**src/assert_macros.svh**
```systemverilog
// assertion macros used by great_circle_distance
// expects a clock named clk and an active-low reset named arst_n in scope
`ifndef ASSERT_MACROS_SVH
`define ASSERT_MACROS_SVH

// property checked only while out of reset
`define ASSERT_AR(lbl, prop, msg) \
	lbl: assert property (@(posedge clk) disable iff (!arst_n) prop) else $error(msg);

// property checked on every edge, reset included
`define ASSERT_ALWAYS(lbl, prop, msg) \
	lbl: assert property (@(posedge clk) prop) else $error(msg);

`endif

```
**src/gcd_pkg.sv**
```systemverilog
// shared widths, constants and the arctangent table of the distance pipeline
// no dependencies
package gcd_pkg;

	// datapath widths
	localparam int AW = 36;
	localparam int XW = 34;
	localparam int ZW = 33;
	localparam int SQW = 62;
	localparam int SQ_STEPS = 31;
	localparam int RAD_W = 16;
	localparam int OUT_W = 18;

	// fixed point constants, Q30; DIST_MAX and RADIUS_RESET are plain integers
	localparam logic signed [AW-1:0] PI_Q30 = 36'sd3373259426;
	localparam logic signed [AW-1:0] TWO_PI_Q30 = 36'sd6746518852;
	localparam logic signed [AW-1:0] HALF_PI_Q30 = 36'sd1686629713;
	localparam logic signed [25:0] DEG2RAD_Q30 = 26'sd18740330;
	localparam logic signed [XW-1:0] GAIN_INV_Q30 = 34'sd652032874;
	localparam logic [30:0] ONE_Q30 = 31'h4000_0000;
	localparam logic [OUT_W-1:0] DIST_MAX = 18'd205888;
	localparam logic [RAD_W-1:0] RADIUS_RESET = 16'd6378;

	// register index bit of the configuration port
	localparam logic REG_RADIUS = 1'b0;

	// atan(2^-i) in Q30
	function automatic logic signed [ZW-1:0] atan_q30(input logic [4:0] i);
		logic signed [ZW-1:0] r;
		case (i)
			5'd0: r = 33'sd843314857;
			5'd1: r = 33'sd497837829;
			5'd2: r = 33'sd263043837;
			5'd3: r = 33'sd133525159;
			5'd4: r = 33'sd67021687;
			5'd5: r = 33'sd33543516;
			5'd6: r = 33'sd16775851;
			5'd7: r = 33'sd8388437;
			5'd8: r = 33'sd4194283;
			5'd9: r = 33'sd2097149;
			5'd10: r = 33'sd1048576;
			5'd11: r = 33'sd524288;
			5'd12: r = 33'sd262144;
			5'd13: r = 33'sd131072;
			5'd14: r = 33'sd65536;
			5'd15: r = 33'sd32768;
			5'd16: r = 33'sd16384;
			5'd17: r = 33'sd8192;
			5'd18: r = 33'sd4096;
			5'd19: r = 33'sd2048;
			5'd20: r = 33'sd1024;
			5'd21: r = 33'sd512;
			5'd22: r = 33'sd256;
			5'd23: r = 33'sd128;
			5'd24: r = 33'sd64;
			5'd25: r = 33'sd32;
			5'd26: r = 33'sd16;
			5'd27: r = 33'sd8;
			5'd28: r = 33'sd4;
			5'd29: r = 33'sd2;
			5'd30: r = 33'sd1;
			default: r = '0;
		endcase
		return r;
	endfunction

	// bring an angle into [-pi, pi]
	function automatic logic signed [AW-1:0] wrap_pi(input logic signed [AW-1:0] z);
		logic signed [AW-1:0] r;
		r = z;
		if (z > PI_Q30) r = z - TWO_PI_Q30;
		else if (z < -PI_Q30) r = z + TWO_PI_Q30;
		return r;
	endfunction

endpackage

```
**src/gcd_sqrt_cell.sv**
```systemverilog
// one step of the digit-by-digit square root, one result bit per cell
// depends on gcd_pkg
module gcd_sqrt_cell import gcd_pkg::*; #(
	parameter int K = 0
) (
	input  logic            clk,
	input  logic            en,
	input  logic [SQW-1:0]  v_in,
	input  logic [SQW-1:0]  r_in,
	output logic [SQW-1:0]  v_q,
	output logic [SQW-1:0]  r_q
);

	localparam int SQ_TOP = 2 * (SQ_STEPS - 1);
	localparam logic [SQW-1:0] BIT = SQW'(1) << (SQ_TOP - 2 * K);

	logic [SQW-1:0] trial;

	assign trial = r_in + BIT;

	// trial subtract, keep or restore
	always_ff @(posedge clk) begin
		if (en) begin
			if (v_in >= trial) begin
				v_q <= v_in - trial;
				r_q <= (r_in >> 1) + BIT;
			end else begin
				v_q <= v_in;
				r_q <= r_in >> 1;
			end
		end
	end

endmodule

```
**config.mk**
```make
export PLATFORM = sky130hd
export DESIGN_NAME = gcd_sqrt_cell
export DESIGN_NICKNAME = d
export VERILOG_FILES = /design/src/assert_macros.svh /design/src/gcd_pkg.sv /design/src/gcd_sqrt_cell.sv
export SDC_FILE = /design/constraint.sdc
export NUM_CORES = 1
export LEC_CHECK = 0
export BUFFER_PORTS_ARGS = -buffer_cell sky130_fd_sc_hd__buf_2
export CORE_MARGIN = 4
export CORE_UTILIZATION = 48
export CTS_BUF_LIST = sky130_fd_sc_hd__clkbuf_8 sky130_fd_sc_hd__clkbuf_16
export DETAILED_ROUTE_END_ITERATION = 6
export PLACE_DENSITY = 0.77
export SLEW_MARGIN = 20
export SYNTH_ARGS = -nofsm -noshare
export SYNTH_HDL_FRONTEND = slang
export SYNTH_SLANG_ARGS = --single-unit
```
**constraint.sdc**
```tcl
create_clock -name clk -period 3.2 [get_ports clk]
set_clock_uncertainty 0.1 [all_clocks]
set_input_delay 0.48 -clock clk [delete_from_list [all_inputs] [get_ports clk]]
set_output_delay 0.48 -clock clk [all_outputs]
set_load 0.03 [all_outputs]
```
==> results.yml <==
sta:
  slew_viol_final: 0
  worst_pin_slew_ps: 514
  maxSlewHeadroom_pct: 65.4
  layout_setup_ws_ps: 118
  finalCritPeriodShare_pct: 96.3
  setup_viol: 0
  hold_violations: 0
  fmax_mhz: 325
  period_minus_slack_ps: 3080
  setup_tns_ps: 0
synthesis:
  synth_area_leaders: "edfxtp_1, ha_1, a21oi_1"
  yosys.area_share.adder_pct: 9.42
  syn_avg_cell_area_sq_um: 9.61
  ys.flop_type: "edfxtp_1"
  yosys_warnings: 0
  synth-compound-area-share_pct: 21.4
  netlist_instances: 879
  yosys.area_share.simple_pct: 12.7
  synth_cell_types: 69
  syn_nets: 1068
  synth_top_area_share_pct: 44.1
  synth_top_area_cell: "edfxtp_1"
  synth_top_family_by_area: "compound AO/OA/AOI/OAI gates"
  synth_mux_area_share_pct: 0.814
  syn_area_sq_um: 8450
  synth_async_sr_flop_share_pct: 0
  ys_ff_latch: 124
  yosysSeqAreaShare_pct: 44.1
  synth_edf_count: 124
  synthXorXnorAreaFrac_pct: 5.70
clock_tree:
  clkTransAtPathRegs_ps: 60
  cts_tree: "done"
  htreeDepth: 4
  clock_tree.root_cell: "clkbuf_16"
  numCtsBuffers: 17
  numClockSinks: 124
  cts_buffer_depth: 2
critical_path:
  endpoint_kind: "register"
  max_stage_delay_ps: 310
  cp.required_ps: 3270
  startpoint_type: "input port"
  path_cells: "buf_2, inv_1, ha_4, nand4_1, nor4_4, buf_4, nand3_1, nor3_2, a311oi_2, a21o_1, and2_1, buf_4, o31ai_1, xnor2_1, a21oi_1"
  crit_fanout: 7
  path_class: "input port to register"
  cp_slowest_cell: "ha_4"
  path_common_cell: "buf_4"
  crit_arrival_ps: 3150
drt:
  drt_wl_total_microns: 25800
  wire_per_inst_microns: 16.9
  dr.pass1.iters: 6
  via_per_inst: 5.49
  route.detailed.drc: 0
  vias: 8390
  drtAntennaViolNets: 0
  drt_iter0_markers: 707
placed_design:
  place_ws_ps: -475
  io_buffers: 249
  dpl.hpwl_microns: 20100
  place.gp.congestion: 0.931
cells_and_area:
  regArea_sq_um: 3720
  fillers: 1325
  multi_input_area_sq_um: 4360
  area_growth_pct: 40.9
  nets: 1482
  layout-drive-gt1-share_pct: 38.1
floorplan:
  die_area_sq_um: 19800
  core_area_sq_um: 17300
  dieWidth_microns: 141
  ios: 250
  die_y_microns: 141
  rows: 48
  start_util_pct: 48.8
power_and_ir_drop:
  totalPowerFinal_mw: 6.05
  leakage_nw: 5.67
  p_per_area_nw_per_um2: 509
  peakVddDrop_v: 0.000361
grt:
  grt_max_degree: 53
  grt-ovfl-total: 0
  grt_pass1_vias: 8365
  antenna_found_initial: 1
  grt_pass1_wl_microns: 40900
  grt_util_all_layers_pct: 25.3
job:
  drv_cap: 0
hold_path:
  hold_class: "input port to register"
outcome:
  run_status: "finished clean"
synth_stat cells, drive strengths merged (9+ instances only):
master and number:
edfxtp 124, a21oi 120, inv 83, nor2 73
nand2 63, ha 62, o21ai 48, a21o 43
xnor2 31, clkbuf 25, xor2 24, nand4 18
nand3 15, nor3 15, o211ai 14, a31oi 12
buf 11, nand2b 9
placed cells by master (no fill, tap or decap), types with 8 or more instances in the layout:
cell / netlist / routed
o211ai_1: 14 / 14
o21ai_0: 45 / 43
buf_2: 1 / 248
o21bai_1: 8 / 8
nor2_1: 72 / 72
a21oi_1: 117 / 114
a21o_1: 42 / 42
xor2_1: 24 / 24
nand3_1: 15 / 15
buf_4: 5 / 177
nand2_1: 62 / 61
xnor2_1: 31 / 31
nand4_1: 18 / 18
nand2b_1: 9 / 9
inv_1: 83 / 82
nor3_1: 15 / 14
ha_1: 62 / 60
a31oi_1: 11 / 11
edfxtp_1: 124 / 124
clkbuf_16: 0 / 17
and3_1: 8 / 8
final timing paths:
check	from	to	slack [ps]	cells past startpoint
setup / recovery	r_in[34]	v_q[49]	120	15
hold / removal	r_in[49]	r_q[48]	150	1
what timing repair did:
action / in CTS / in global routing
endpoints found under the setup margin: 7 / 44
hold buffers: 0 / 0
pin swaps: 0 / 15
buffers inserted: 0 / 5
gates resized for setup: 4 / 15
state kept, by name (all words and copies together) (netlist names):
name and cells:
v_q 62, r_q 62
cell families (layout without fill, tap and decap cells):
logic type,count (synthesis),in the layout
AOI/OAI and AO/OA,287,287
xor gates and xnor gates,55,55
adders and majority gates,63,63
buffers and inverters,119,542
DFF,124,124
muxes,6,6
other,0,1
and+or+nand+nor,225,225
per-stage QoR:
stage | instance area [sq um] | hold slack (ps) | cells | utilization [%]
after global placement | 11200 | 572 | 1495 | 65.0
after detailed placement | 11200 | 573 | 1495 | 65.0
after CTS | 11800 | 139 | 1523 | 68.2
after floorplan | 8510 | 479 | 879 | -
after global routing | 11900 | 144 | 1528 | 68.8
final | 11900 | 149 | 1528 | 68.8
per-layer routing:
layer  GRT usage (%)  share of wire (%)  up-vias  wire length [microns]
met5               0                  0        -                      0
li1                -                  -     4046                      -
met1            32.3                 42     3901                  10900
met3            4.68                6.7       65                   1720
met4            10.0                3.5        0                    900
met2            42.7                 48      378                  12300
worst max-delay path: cells and delay by family:
kind                       cells  cell delay, ps
xor gates and xnor gates       1             210
and+or+nand+nor                5             980
AOI/OAI and AO/OA              4             710
adders and majority gates      1             310
buffers and inverters          4             460
area by class of cell:
type,count,area share (%)
antenna,1,0.0210
inverter,83,2.72
timing repair buffer,431,22.5
sequential,124,31.3
clock buffer,17,3.57
clock inverter,11,0.904
multi-input combinational,636,36.6
tap,225,2.37
power by group:
| part | switching [mW] | internal (mW) | total (mW) |
|---|---|---|---|
| logic | 1.31 | 0.864 | 2.17 |
| clock network | 0.696 | 1.11 | 1.81 |
| registers | 0.0463 | 2.03 | 2.07 |
| total | 2.05 | 4.00 | 6.05 |
Power figures use the tool's default switching activity.
