File: src/assert_macros.svh
// assertion macros used by great_circle_distance
// expects a clock named clk and an active-low reset named arst_n in scope
`ifndef ASSERT_MACROS_SVH
`define ASSERT_MACROS_SVH

// property checked only while out of reset
`define ASSERT_AR(lbl, prop, msg) \
	lbl: assert property (@(posedge clk) disable iff (!arst_n) prop) else $error(msg);

// property checked on every edge, reset included
`define ASSERT_ALWAYS(lbl, prop, msg) \
	lbl: assert property (@(posedge clk) prop) else $error(msg);

`endif

File: src/gcd_pkg.sv
// shared widths, constants and the arctangent table of the distance pipeline
// no dependencies
package gcd_pkg;

	// datapath widths
	localparam int AW = 36;
	localparam int XW = 34;
	localparam int ZW = 33;
	localparam int SQW = 62;
	localparam int SQ_STEPS = 31;
	localparam int RAD_W = 16;
	localparam int OUT_W = 18;

	// fixed point constants, Q30; DIST_MAX and RADIUS_RESET are plain integers
	localparam logic signed [AW-1:0] PI_Q30 = 36'sd3373259426;
	localparam logic signed [AW-1:0] TWO_PI_Q30 = 36'sd6746518852;
	localparam logic signed [AW-1:0] HALF_PI_Q30 = 36'sd1686629713;
	localparam logic signed [25:0] DEG2RAD_Q30 = 26'sd18740330;
	localparam logic signed [XW-1:0] GAIN_INV_Q30 = 34'sd652032874;
	localparam logic [30:0] ONE_Q30 = 31'h4000_0000;
	localparam logic [OUT_W-1:0] DIST_MAX = 18'd205888;
	localparam logic [RAD_W-1:0] RADIUS_RESET = 16'd6378;

	// register index bit of the configuration port
	localparam logic REG_RADIUS = 1'b0;

	// atan(2^-i) in Q30
	function automatic logic signed [ZW-1:0] atan_q30(input logic [4:0] i);
		logic signed [ZW-1:0] r;
		case (i)
			5'd0: r = 33'sd843314857;
			5'd1: r = 33'sd497837829;
			5'd2: r = 33'sd263043837;
			5'd3: r = 33'sd133525159;
			5'd4: r = 33'sd67021687;
			5'd5: r = 33'sd33543516;
			5'd6: r = 33'sd16775851;
			5'd7: r = 33'sd8388437;
			5'd8: r = 33'sd4194283;
			5'd9: r = 33'sd2097149;
			5'd10: r = 33'sd1048576;
			5'd11: r = 33'sd524288;
			5'd12: r = 33'sd262144;
			5'd13: r = 33'sd131072;
			5'd14: r = 33'sd65536;
			5'd15: r = 33'sd32768;
			5'd16: r = 33'sd16384;
			5'd17: r = 33'sd8192;
			5'd18: r = 33'sd4096;
			5'd19: r = 33'sd2048;
			5'd20: r = 33'sd1024;
			5'd21: r = 33'sd512;
			5'd22: r = 33'sd256;
			5'd23: r = 33'sd128;
			5'd24: r = 33'sd64;
			5'd25: r = 33'sd32;
			5'd26: r = 33'sd16;
			5'd27: r = 33'sd8;
			5'd28: r = 33'sd4;
			5'd29: r = 33'sd2;
			5'd30: r = 33'sd1;
			default: r = '0;
		endcase
		return r;
	endfunction

	// bring an angle into [-pi, pi]
	function automatic logic signed [AW-1:0] wrap_pi(input logic signed [AW-1:0] z);
		logic signed [AW-1:0] r;
		r = z;
		if (z > PI_Q30) r = z - TWO_PI_Q30;
		else if (z < -PI_Q30) r = z + TWO_PI_Q30;
		return r;
	endfunction

endpackage

File: src/gcd_cordic_cell.sv
// one CORDIC micro-rotation, rotation or vectoring mode, registered
// depends on gcd_pkg
module gcd_cordic_cell import gcd_pkg::*; #(
	parameter int IDX = 0,
	parameter bit VECTOR = 1'b0
) (
	input  logic                  clk,
	input  logic                  en,
	input  logic signed [XW-1:0]  x_in,
	input  logic signed [XW-1:0]  y_in,
	input  logic signed [ZW-1:0]  z_in,
	output logic signed [XW-1:0]  x_q,
	output logic signed [XW-1:0]  y_q,
	output logic signed [ZW-1:0]  z_q
);

	logic signed [XW-1:0] xs, ys;
	logic signed [ZW-1:0] ang;
	logic                 pos;

	// shifted terms and direction
	assign xs  = x_in >>> IDX;
	assign ys  = y_in >>> IDX;
	assign ang = atan_q30(5'(IDX));
	assign pos = VECTOR ? (y_in[XW-1] || (y_in == '0)) : !z_in[ZW-1];

	// rotate by +-atan(2^-i)
	always_ff @(posedge clk) begin
		if (en) begin
			if (pos) begin
				x_q <= x_in - ys;
				y_q <= y_in + xs;
				z_q <= z_in - ang;
			end else begin
				x_q <= x_in + ys;
				y_q <= y_in - xs;
				z_q <= z_in + ang;
			end
		end
	end

endmodule

File: config.mk
export PLATFORM = sky130hd
export DESIGN_NAME = gcd_cordic_cell
export DESIGN_NICKNAME = d
export VERILOG_FILES = /design/src/assert_macros.svh /design/src/gcd_pkg.sv /design/src/gcd_cordic_cell.sv
export SDC_FILE = /design/constraint.sdc
export NUM_CORES = 1
export LEC_CHECK = 0
export BUFFER_PORTS_ARGS = -buffer_cell sky130_fd_sc_hd__buf_4
export CORE_UTILIZATION = 41
export DETAILED_ROUTE_END_ITERATION = 6
export PLACE_DENSITY = 0.66
export SYNTH_ARGS = -nofsm -noshare
export SYNTH_HDL_FRONTEND = slang
export SYNTH_SLANG_ARGS = --single-unit
File: constraint.sdc
create_clock -name clk -period 8.5 [get_ports clk]
set_input_delay 1.275 -clock clk [delete_from_list [all_inputs] [get_ports clk]]
set_output_delay 1.275 -clock clk [all_outputs]
set_load 0.01 [all_outputs]
==> results_dict.tcl <==
set metrics [dict create \
    nets 1639 \
    drt_wl_total_um 32200 \
    cp_cell_sequence "buf_4 -> buf_4 -> ha_1 -> a21o_1 -> a21oi_1 -> and3b_1 -> a21oi_1 -> or4_1 -> o2111ai_1 -> nand2_1 -> a211o_1" \
    ys_ff_latch 100 \
    hold_class "in2reg" \
    multi_input_area_mm2 0.00684 \
    synth_most_common_cell "a21oi_1" \
    finalCritPeriodShare_pct 51.9 \
    cts_made_buffers 9 \
    power_density_mw_per_mm2 153 \
    start_util_pct 41.8 \
    p_int_uw 1210 \
    track_usage_pct 24.3 \
    synth-simple-area-share_pct 13.8 \
    synthAdderAreaFrac_pct 16.3 \
    fp-row-count 58 \
    maxSlewHeadroom_pct 31.3 \
    cts_setup_buffers 0 \
    io_pins 204 \
    cts_hold_buf 0 \
    p_clk_share_pct 21.5 \
    max_freq_mhz 227 \
    hold_depth 2 \
    synthArstFlopShare_pct 0 \
    synth-seq-area-share_pct 28.5 \
    final_area_mm2 0.0125 \
    end_kind "register" \
    firstDrtPassIters 6 \
    yosys_warnings 0 \
    netlist_instances 1230 \
    final_antenna_net_count 0 \
    dp_hpwl_um 25200 \
    maxSlewViolCount 0 \
    period_needed_ns 4.41 \
    synth_compound_area_share_pct 26.0 \
    crit_family "compound AO/OA/AOI/OAI gates" \
    regArea_mm2 0.00300 \
    num_antenna_cells 0 \
    die_w_um 162 \
    crit_path_max_fanout 91 \
    ctsResizeCount 0 \
    power_leakage_uw 0.00556 \
    critPathKind "in2reg" \
    antenna_found_initial 0 \
    yosysTopAreaCellShare_pct 28.5 \
    clockBufferDepth 2 \
    status "completed" \
    gp_congestion 0.946 \
    ctsRootBufferMaster "clkbuf_16" \
    power.share.sequential_pct 35.7 \
    p_sw_uw 708 \
    syn_nets 1468 \
    synthMuxAreaShare_pct 1.52 \
    synthXorXnorAreaFrac_pct 7.32 \
    synth_top_cell_by_area "edfxtp_1" \
    synth_area_mm2 0.0105 \
    critical-path-max-stage-delay_ns 0.76 \
    critPathSlowestCell "buf_4" \
    rsz0062_at_grt "false" \
    path_buf_inv 2 \
    syn_avg_cell_area_um2 8.56 \
    start_kind "input port" \
    synth_ff_type "edfxtp_1" \
    fill_cells 2461 \
    vdd_ir_drop_max_mv 0.108 \
    avgRoutedWirePerCell_um 18.6 \
    die_y_um 162 \
    drv_cap 0 \
    htree_levels 3 \
    drtIter0Drc 1024 \
    synthTopCellsByCount "a21oi_1 (143), ha_1 (131), inv_1 (119)" \
    grt_max_degree 92 \
    finalHoldViolCount 0 \
    grt_pass1_wl_um 50200 \
    whs_endpoint "z_q[0]" \
    cts_sinks 100 \
    viasPerCell 5.77 \
    grt_pass1_vias 9464 \
    finalSetupViolCount 0 \
    drc 0 \
    required_ns 8.61 \
    vias 10000 \
    yosysUniqueCellTypes 80 \
    coreArea_mm2 0.0252 \
    yosys-top-cells-area "edfxtp_1 (29%), ha_1 (16%), a21oi_1 (6.8%)" \
    overflow 0 \
    hp-start "z_in[0]" \
    clk_transition_reported_paths_ns 0.08 \
    dieArea_mm2 0.0263 \
    tns_ns 0 \
    io_buffers 203 \
    drive_gt1_share_pct 17.4 \
    dpl_cell_area_mm2 0.0123 \
    worst_pin_slew_ns 1.03 \
    cts_tree "done" \
    area_delta_synth_final_pct 19.2 \
    synth_edf_count 100 \
    worstPathArrival_ns 4.52 \
    comb_power_share_pct 42.8 \
    p_sw_share_pct 37.0 \
    synth_top_family_by_area "compound AO/OA/AOI/OAI gates" \
]
-- flip-flops by register name (all words and copies together), names as in the netlist --
| name | count |
|---|---|
| x_q | 34 |
| y_q | 33 |
| z_q | 33 |
-- cell type report --
| type | instances | share of cell area (%) |
|---|---|---|
| flip-flops and latches | 100 | 23.9 |
| multi-input cells | 961 | 54.5 |
| inverters | 123 | 3.68 |
| clock buffers | 9 | 1.79 |
| well taps | 330 | 3.29 |
| clock inverters | 7 | 0.479 |
| repair buffers | 206 | 12.3 |
-- metal layers --
metal	routed length, um	vias to the layer above	global-route usage (%)
met5	0	-	0
met1	14100	4705	32.7
li1	-	4804	-
met3	2260	66	3.42
met2	14900	446	39.2
met4	964	0	9.22
-- logic make-up (layout without fill, tap and decap cells) --
group,after synthesis,in the layout
buffers and inverters,169,345
AOI/OAI and AO/OA,426,426
muxes,16,16
xor gates and xnor gates,88,88
and+or+nand+nor,296,296
DFF,100,100
adders and majority gates,135,135
-- power by group through the flow --
stage	clock [uW]	combinational (uW)	sequential [uW]
floorplan	0	449	733
global placement	0	801	694
detailed placement	0	808	695
CTS	421	813	685
global route	437	893	691
finish	412	820	683
-- through the flow --
step | setup slack, ns | hold slack [ns] | utilization (%) | instances | total power, uW
floorplan | 3.85 | 1.39 | - | 1230 | 1180
global placement | 3.79 | 1.61 | 48.7 | 1720 | 1500
detailed placement | 3.74 | 1.61 | 48.7 | 1720 | 1500
CTS | 4.11 | 1.24 | 49.8 | 1736 | 1920
global route | 3.82 | 1.24 | 49.8 | 1736 | 2020
finish | 4.09 | 1.25 | 49.8 | 1736 | 1920
-- how the worst max path moves through the flow --
stage | start | to | slack [ns] | depth (start not counted)
after floorplan | z_in[32] | z_q[28] | 3.85 | 13
after global placement | z_in[32] | z_q[28] | 3.79 | 11
after detailed placement | z_in[32] | z_q[28] | 3.74 | 11
after CTS | z_in[32] | z_q[28] | 4.11 | 11
after global routing | z_in[32] | z_q[29] | 3.82 | 12
final | z_in[32] | z_q[28] | 4.09 | 11
-- cell usage in the layout, fill, tap and decap left out, drive strengths merged, types with 5 or more instances in the layout --
master  instances
inv           122
ha            131
o21ai          85
nor2           96
a21oi         145
clkinv          5
nor3           22
or3             5
nand2b          9
nand3b          5
and3           11
xnor2          74
xor2           14
a211oi         22
o211ai         12
o21a           13
nor2b          19
o31ai          14
nor4            6
nand4          11
a21o           31
o311ai          5
clkbuf          9
edfxtp        100
o21bai         27
a31o            6
buf           206
mux2i          16
nand2          61
a31oi          13
nand3          29
Power figures use the tool's default switching activity.
